===== src/sv/csf_pkg.sv =====
// Shared constants and types of the component solidity filter.
`timescale 1ns / 1ps
`default_nettype none

package csf_pkg;

   // Table geometry
   localparam int MAX_LABELS = 256;
   localparam int COORD_BITS = 11;
   localparam int LBL_AW     = $clog2(MAX_LABELS);

   // Field widths
   localparam int LABEL_W = 8;
   localparam int ROW_W   = 11;
   localparam int XCOL_W  = 11;
   localparam int COUNT_W = 23;
   localparam int SIZE_W  = COORD_BITS + 1;
   localparam logic [COUNT_W-1:0] COUNT_MAX = {COUNT_W{1'b1}};

   // Thresholds and CSR port
   localparam int THR_W  = 16;
   localparam int CSR_AW = 3;
   localparam int CSR_DW = 32;
   localparam logic [THR_W-1:0] SPARSE_RESET = 16'd3200;
   localparam logic [THR_W-1:0] SOLID_RESET  = 16'd48;
   localparam logic REG_SPARSE = 1'b0;
   localparam logic REG_SOLID  = 1'b1;

   // Shared multiplier and area
   localparam int MUL_A_W    = COUNT_W;
   localparam int MUL_B_W    = THR_W;
   localparam int MUL_P_W    = MUL_A_W + MUL_B_W;
   localparam int AREA_SHIFT = 5;
   localparam int AREA_W     = MUL_P_W + AREA_SHIFT;

   // Command codes
   typedef enum logic [1:0] {
      FUNC_CLEAR    = 2'd0,
      FUNC_ACCUM    = 2'd1,
      FUNC_CLASSIFY = 2'd2,
      FUNC_RELABEL  = 2'd3
   } csf_func_type;

   // One label's statistics
   typedef struct packed {
      logic [COUNT_W-1:0]    count;
      logic [COORD_BITS-1:0] min_x;
      logic [COORD_BITS-1:0] max_x;
      logic [COORD_BITS-1:0] min_y;
      logic [COORD_BITS-1:0] max_y;
   } csf_entry_type;

   // Sequencer to table controls
   typedef struct packed {
      logic              rd;
      logic              wr;
      logic              clr;
      logic              flag_rd;
      logic              flag_wr;
      logic              flag_val;
      logic [LBL_AW-1:0] idx;
      logic [LBL_AW-1:0] flag_idx;
   } csf_tbl_ctl_type;

endpackage

`default_nettype wire


===== src/sv/csf_mul.sv =====
// Shared registered multiplier for box area and threshold products.
`timescale 1ns / 1ps
`default_nettype none

module csf_mul (
   input  wire                               clock,
   input  wire  [csf_pkg::MUL_A_W-1:0]       mul_a,
   input  wire  [csf_pkg::MUL_B_W-1:0]       mul_b,
   output logic [csf_pkg::MUL_P_W-1:0]       mul_p
);

   logic [csf_pkg::MUL_P_W-1:0] prod_ff;

   always_ff @(posedge clock) begin
      prod_ff <= csf_pkg::MUL_P_W'(mul_a) * csf_pkg::MUL_P_W'(mul_b);
   end

   assign mul_p = prod_ff;

endmodule

`default_nettype wire


===== config.mk =====
export PLATFORM = sky130hd
export DESIGN_NAME = csf_mul
export DESIGN_NICKNAME = d
export VERILOG_FILES = /design/src/sv/csf_pkg.sv /design/src/sv/csf_mul.sv
export SDC_FILE = /design/constraint.sdc
export NUM_CORES = 1
export LEC_CHECK = 0
export ABC_AREA = 1
export BUFFER_PORTS_ARGS = -buffer_cell sky130_fd_sc_hd__buf_2
export CAP_MARGIN = 10
export CORE_MARGIN = 2
export CORE_UTILIZATION = 50
export CTS_CLUSTER_DIAMETER = 80
export CTS_CLUSTER_SIZE = 25
export DETAILED_ROUTE_END_ITERATION = 12
export PLACE_DENSITY = 0.75
export SYNTH_ARGS = -nofsm -noshare
export SYNTH_HDL_FRONTEND = slang
export SYNTH_SLANG_ARGS = --single-unit
export TNS_END_PERCENT = 20

===== constraint.sdc =====
create_clock -name clock -period 5 [get_ports clock]
set_input_delay 0.25 -clock clock [delete_from_list [all_inputs] [get_ports clock]]
set_output_delay 0.25 -clock clock [all_outputs]
set_load 0.05 [all_outputs]

Word-level counts from Yosys, hierarchy flattened. Cells that the tools add are included.

Bits in registers: 39. Input bits: 40. Output and inout bits: 39. Logic and storage cells: 2.

Multipliers: 1.

Operator list (number): multiplier 23 x 16 -> 39 bit (1).

Longest topological paths before layout.
Depth in word-level cells: 1. Gate-level depth with buffers: 29. Depth with buffers taken out: 27.

Worst setup path before layout. No wires, ideal clock.

Path type: in2reg. From: input mul_a[12] (netlist bit). To: register prod_ff, in the netlist mul_p[34]. Library setup time: 112 ps. Arrival time: 5099 ps. Required time: 4888 ps. Slack: -212 ps. Stages on the path: 25. Buffers on the path: 2. Cell sequence: clkbuf_1 -> clkbuf_1 -> nand2_1 -> fa_1 -> inv_1 -> fa_1 -> inv_1 -> fa_1 -> inv_1 -> fa_1 -> fa_1 -> inv_1 -> fa_1 -> inv_1 -> ha_1 -> a21oi_1 -> nand2_1 -> inv_2 -> nor2_1 -> nor2_1 -> nand2_2 -> nand2_1 -> nand2_1 -> nand2_1 -> nand2_1.

Longest elaborated chain between the ends: 1.

Ends and longest elaborated chain: start, declared (line csf_mul.sv:7) `input wire [csf_pkg::MUL_A_W-1:0] mul_a,`; multiplier 23 x 16 -> 39 bit (line csf_mul.sv:15) `prod_ff <= csf_pkg::MUL_P_W'(mul_a) * csf_pkg::MUL_P_W'(mul_b);`; end signal, assigned (line csf_mul.sv:15); end, declared (line csf_mul.sv:12) `logic [csf_pkg::MUL_P_W-1:0] prod_ff;`.

Every way passes these cells.

Worst setup path after layout.
From: input mul_b[6] (netlist bit). To: register prod_ff, in the netlist mul_p[22].

Longest elaborated chain between the ends: 1.

Ends and longest elaborated chain: start, declared (line csf_mul.sv:8) `input wire [csf_pkg::MUL_B_W-1:0] mul_b,`; multiplier 23 x 16 -> 39 bit (line csf_mul.sv:15).

Every way passes these cells.

==> qor.csv <==
metric,value,unit
antenna_cells,0,
finalCritPeriodShare,0.986,
gp_congestion,0.941,
cts-root-buf,clkbuf_16,
clock_sinks,39,
critPathSlowestCell,fa_2,
pin_count,79,
synth.ff_latch_count,39,
synthesis.area,13600,um^2
clk_pin_slew,0.06,ns
cap_violations,0,
cts_tree,built,
wl,34700,um
mostFrequentLayoutCell,inv_1,
antenna_found_initial,0,
tns,0,ns
wl_per_cell,15.0,um
first_global_vias,12062,
die_h,169,um
hp-start,mul_b[0],
max-slew-margin-rel,0.685,
final_cells,2321,
path_cells,buf_4 > buf_4 > nand2_1 > inv_1 > fa_1 > inv_1 > fa_1 > fa_2 > inv_2 > fa_2 > fa_2 > inv_2 > fa_1 > inv_1 > ha_4 > nand2_2 > inv_2 > nand2_4 > nor2_4 > nand4_1 > nand3_4 > buf_6 > xor2_1,
grt_pass1_wl,57000,um
grt_overflow,0,
crit_arrival,5.14,ns
maxSlewViolCount,0,
syn_area_per_cell,7.40,um^2
synthAdderAreaFrac,0.533,
grt_usage,0.248,
finalSetupViolations,0,
largest_reg_flops,39,
slowest_delay,0.60,ns
grt_max_degree,24,
start_util,0.506,
die_w,169,um
crit_path_end_kind,flop,
max_freq,203,MHz
via_per_inst,4.95,
route.vias.total,11484,
synthXorXnorAreaFrac,0.0136,
max-clock-path-buffers,2,
syn2layout_area_growth,19.6,%
status,finished clean,
worstHoldEndpoint,mul_p[0],
first_iter_violations,592,
startpoint_type,primary input,
htree_levels,2,
path_class,primary input to flop,
ys_seq_area_frac,0.0575,
drive_gt1_frac,0.197,
ant_nets,0,
most-common-layout-cells,"inv_1, nand2_1, fa_1",
final.min_clock_period,4.93,ns
dp_hpwl,29700,um
worstMarginPinSlew,0.472,ns
core-area,26800,um^2
synth_mux_area_frac,0,
seqCellArea,781,um^2
synth_compound_area_frac,0.0232,
min_path_type,primary input to flop,
core.rowCount,60,
synth_nets,2277,
drtPass1Iterations,5,
synth_top_family_by_area,adder cells,
io_buffers,78,
netlist-cell-type-count,23,
fill_cells,2250,
finalNetCount,2422,
critPathMaxFanout,11,
hold_depth,3,
fp.dieArea,28500,um^2
multi_input_area,11000,um^2
postCtsHoldBufs,0,
timing.final.hold_violations,0,
dp_cells,2308,
numCtsBuffers,5,
critPathRequiredTime,5.21,ns
synthSimpleGateAreaFrac,0.191,
yosysWarnings,0,
rsz0062_at_grt,yes,
drc,0,
syn_inst,1834,
[synthesized netlist by cell type (all sizes together)]
cell type  count  area share
xnor2          4      0.0026
nor4           1     0.00046
nand2        566        0.16
nand4          3      0.0014
inv          580        0.16
o21ai         18      0.0066
a21oi         39       0.014
dfxtp         39       0.058
fa           292        0.43
o21bai         3      0.0017
clkbuf        78       0.022
and2           1     0.00046
nor2          46       0.014
nor3           9      0.0037
ha           111        0.10
nand3         26       0.011
a21o           1     0.00055
xor2          17       0.011
[stage by stage]
stage                     cell area [um^2]  worst slack (ns)   util  hold slack (ns)
final                                16200            0.0691  0.606            0.406
after global routing                 16200            -0.123  0.606            0.452
after CTS                            15500            0.0123  0.578            0.407
after detailed placement             15200            -0.419  0.567            0.704
after global placement               15200            -0.376  0.567            0.701
after floorplan                      13700           0.00272      -            0.538
[worst max-delay path, delay by kind of cell]
kind	cells	cell delay (ns)
xor gates and xnor gates	1	0.14
and+or+nand+nor	6	0.63
adders and majority gates	7	3.32
buffers and inverters	9	0.80
[worst max-delay path by stage]
stage               startpoint   endpoint  slack (ns)  depth (start not counted)
floorplan            mul_a[16]  mul_p[38]       0.003                         25
global placement      mul_b[4]  mul_p[18]       -0.38                         22
detailed placement    mul_b[2]  mul_p[18]       -0.42                         19
CTS                  mul_b[12]  mul_p[38]        0.01                         22
global route          mul_b[6]  mul_p[22]       -0.12                         23
finish                mul_b[6]  mul_p[22]        0.07                         23
[repair_timing]
item                       4_1_cts  5_1_grt
gates resized for setup         31      205
pin swaps                        1       59
gates cloned                     0        1
setup buffers                    0        4
setup endpoints to repair       23       25
hold endpoints to repair         0        0
[routing by layer]
| layer | part of all wire | vias up | track usage | wire length [um] |
|---|---|---|---|---|
| li1 | - | 5368 | - | - |
| met3 | 0.057 | 80 | 0.0325 | 1970 |
| met5 | 0 | - | 0 | 0 |
| met4 | 0.029 | 0 | 0.0806 | 1010 |
| met2 | 0.52 | 391 | 0.439 | 17900 |
| met1 | 0.40 | 5645 | 0.314 | 13800 |
[cells by family after synthesis]
kind of cell,after synthesis
AOI/OAI and AO/OA,61
xor gates and xnor gates,21
adders and majority gates,403
buffers and inverters,658
DFF,39
and+or+nand+nor,652
[final cells by class]
type / count / area share
clock buffer: 7 / 0.00940
clock inverter: 1 / 0.000462
inverter: 580 / 0.134
multi-input combinational: 1137 / 0.675
sequential: 39 / 0.0481
tap: 341 / 0.0263
timing repair buffer: 216 / 0.107
Power is left out: the tool's default activity adds up to more than one toggle a clock period on the data nets, which glitch-free logic cannot reach.
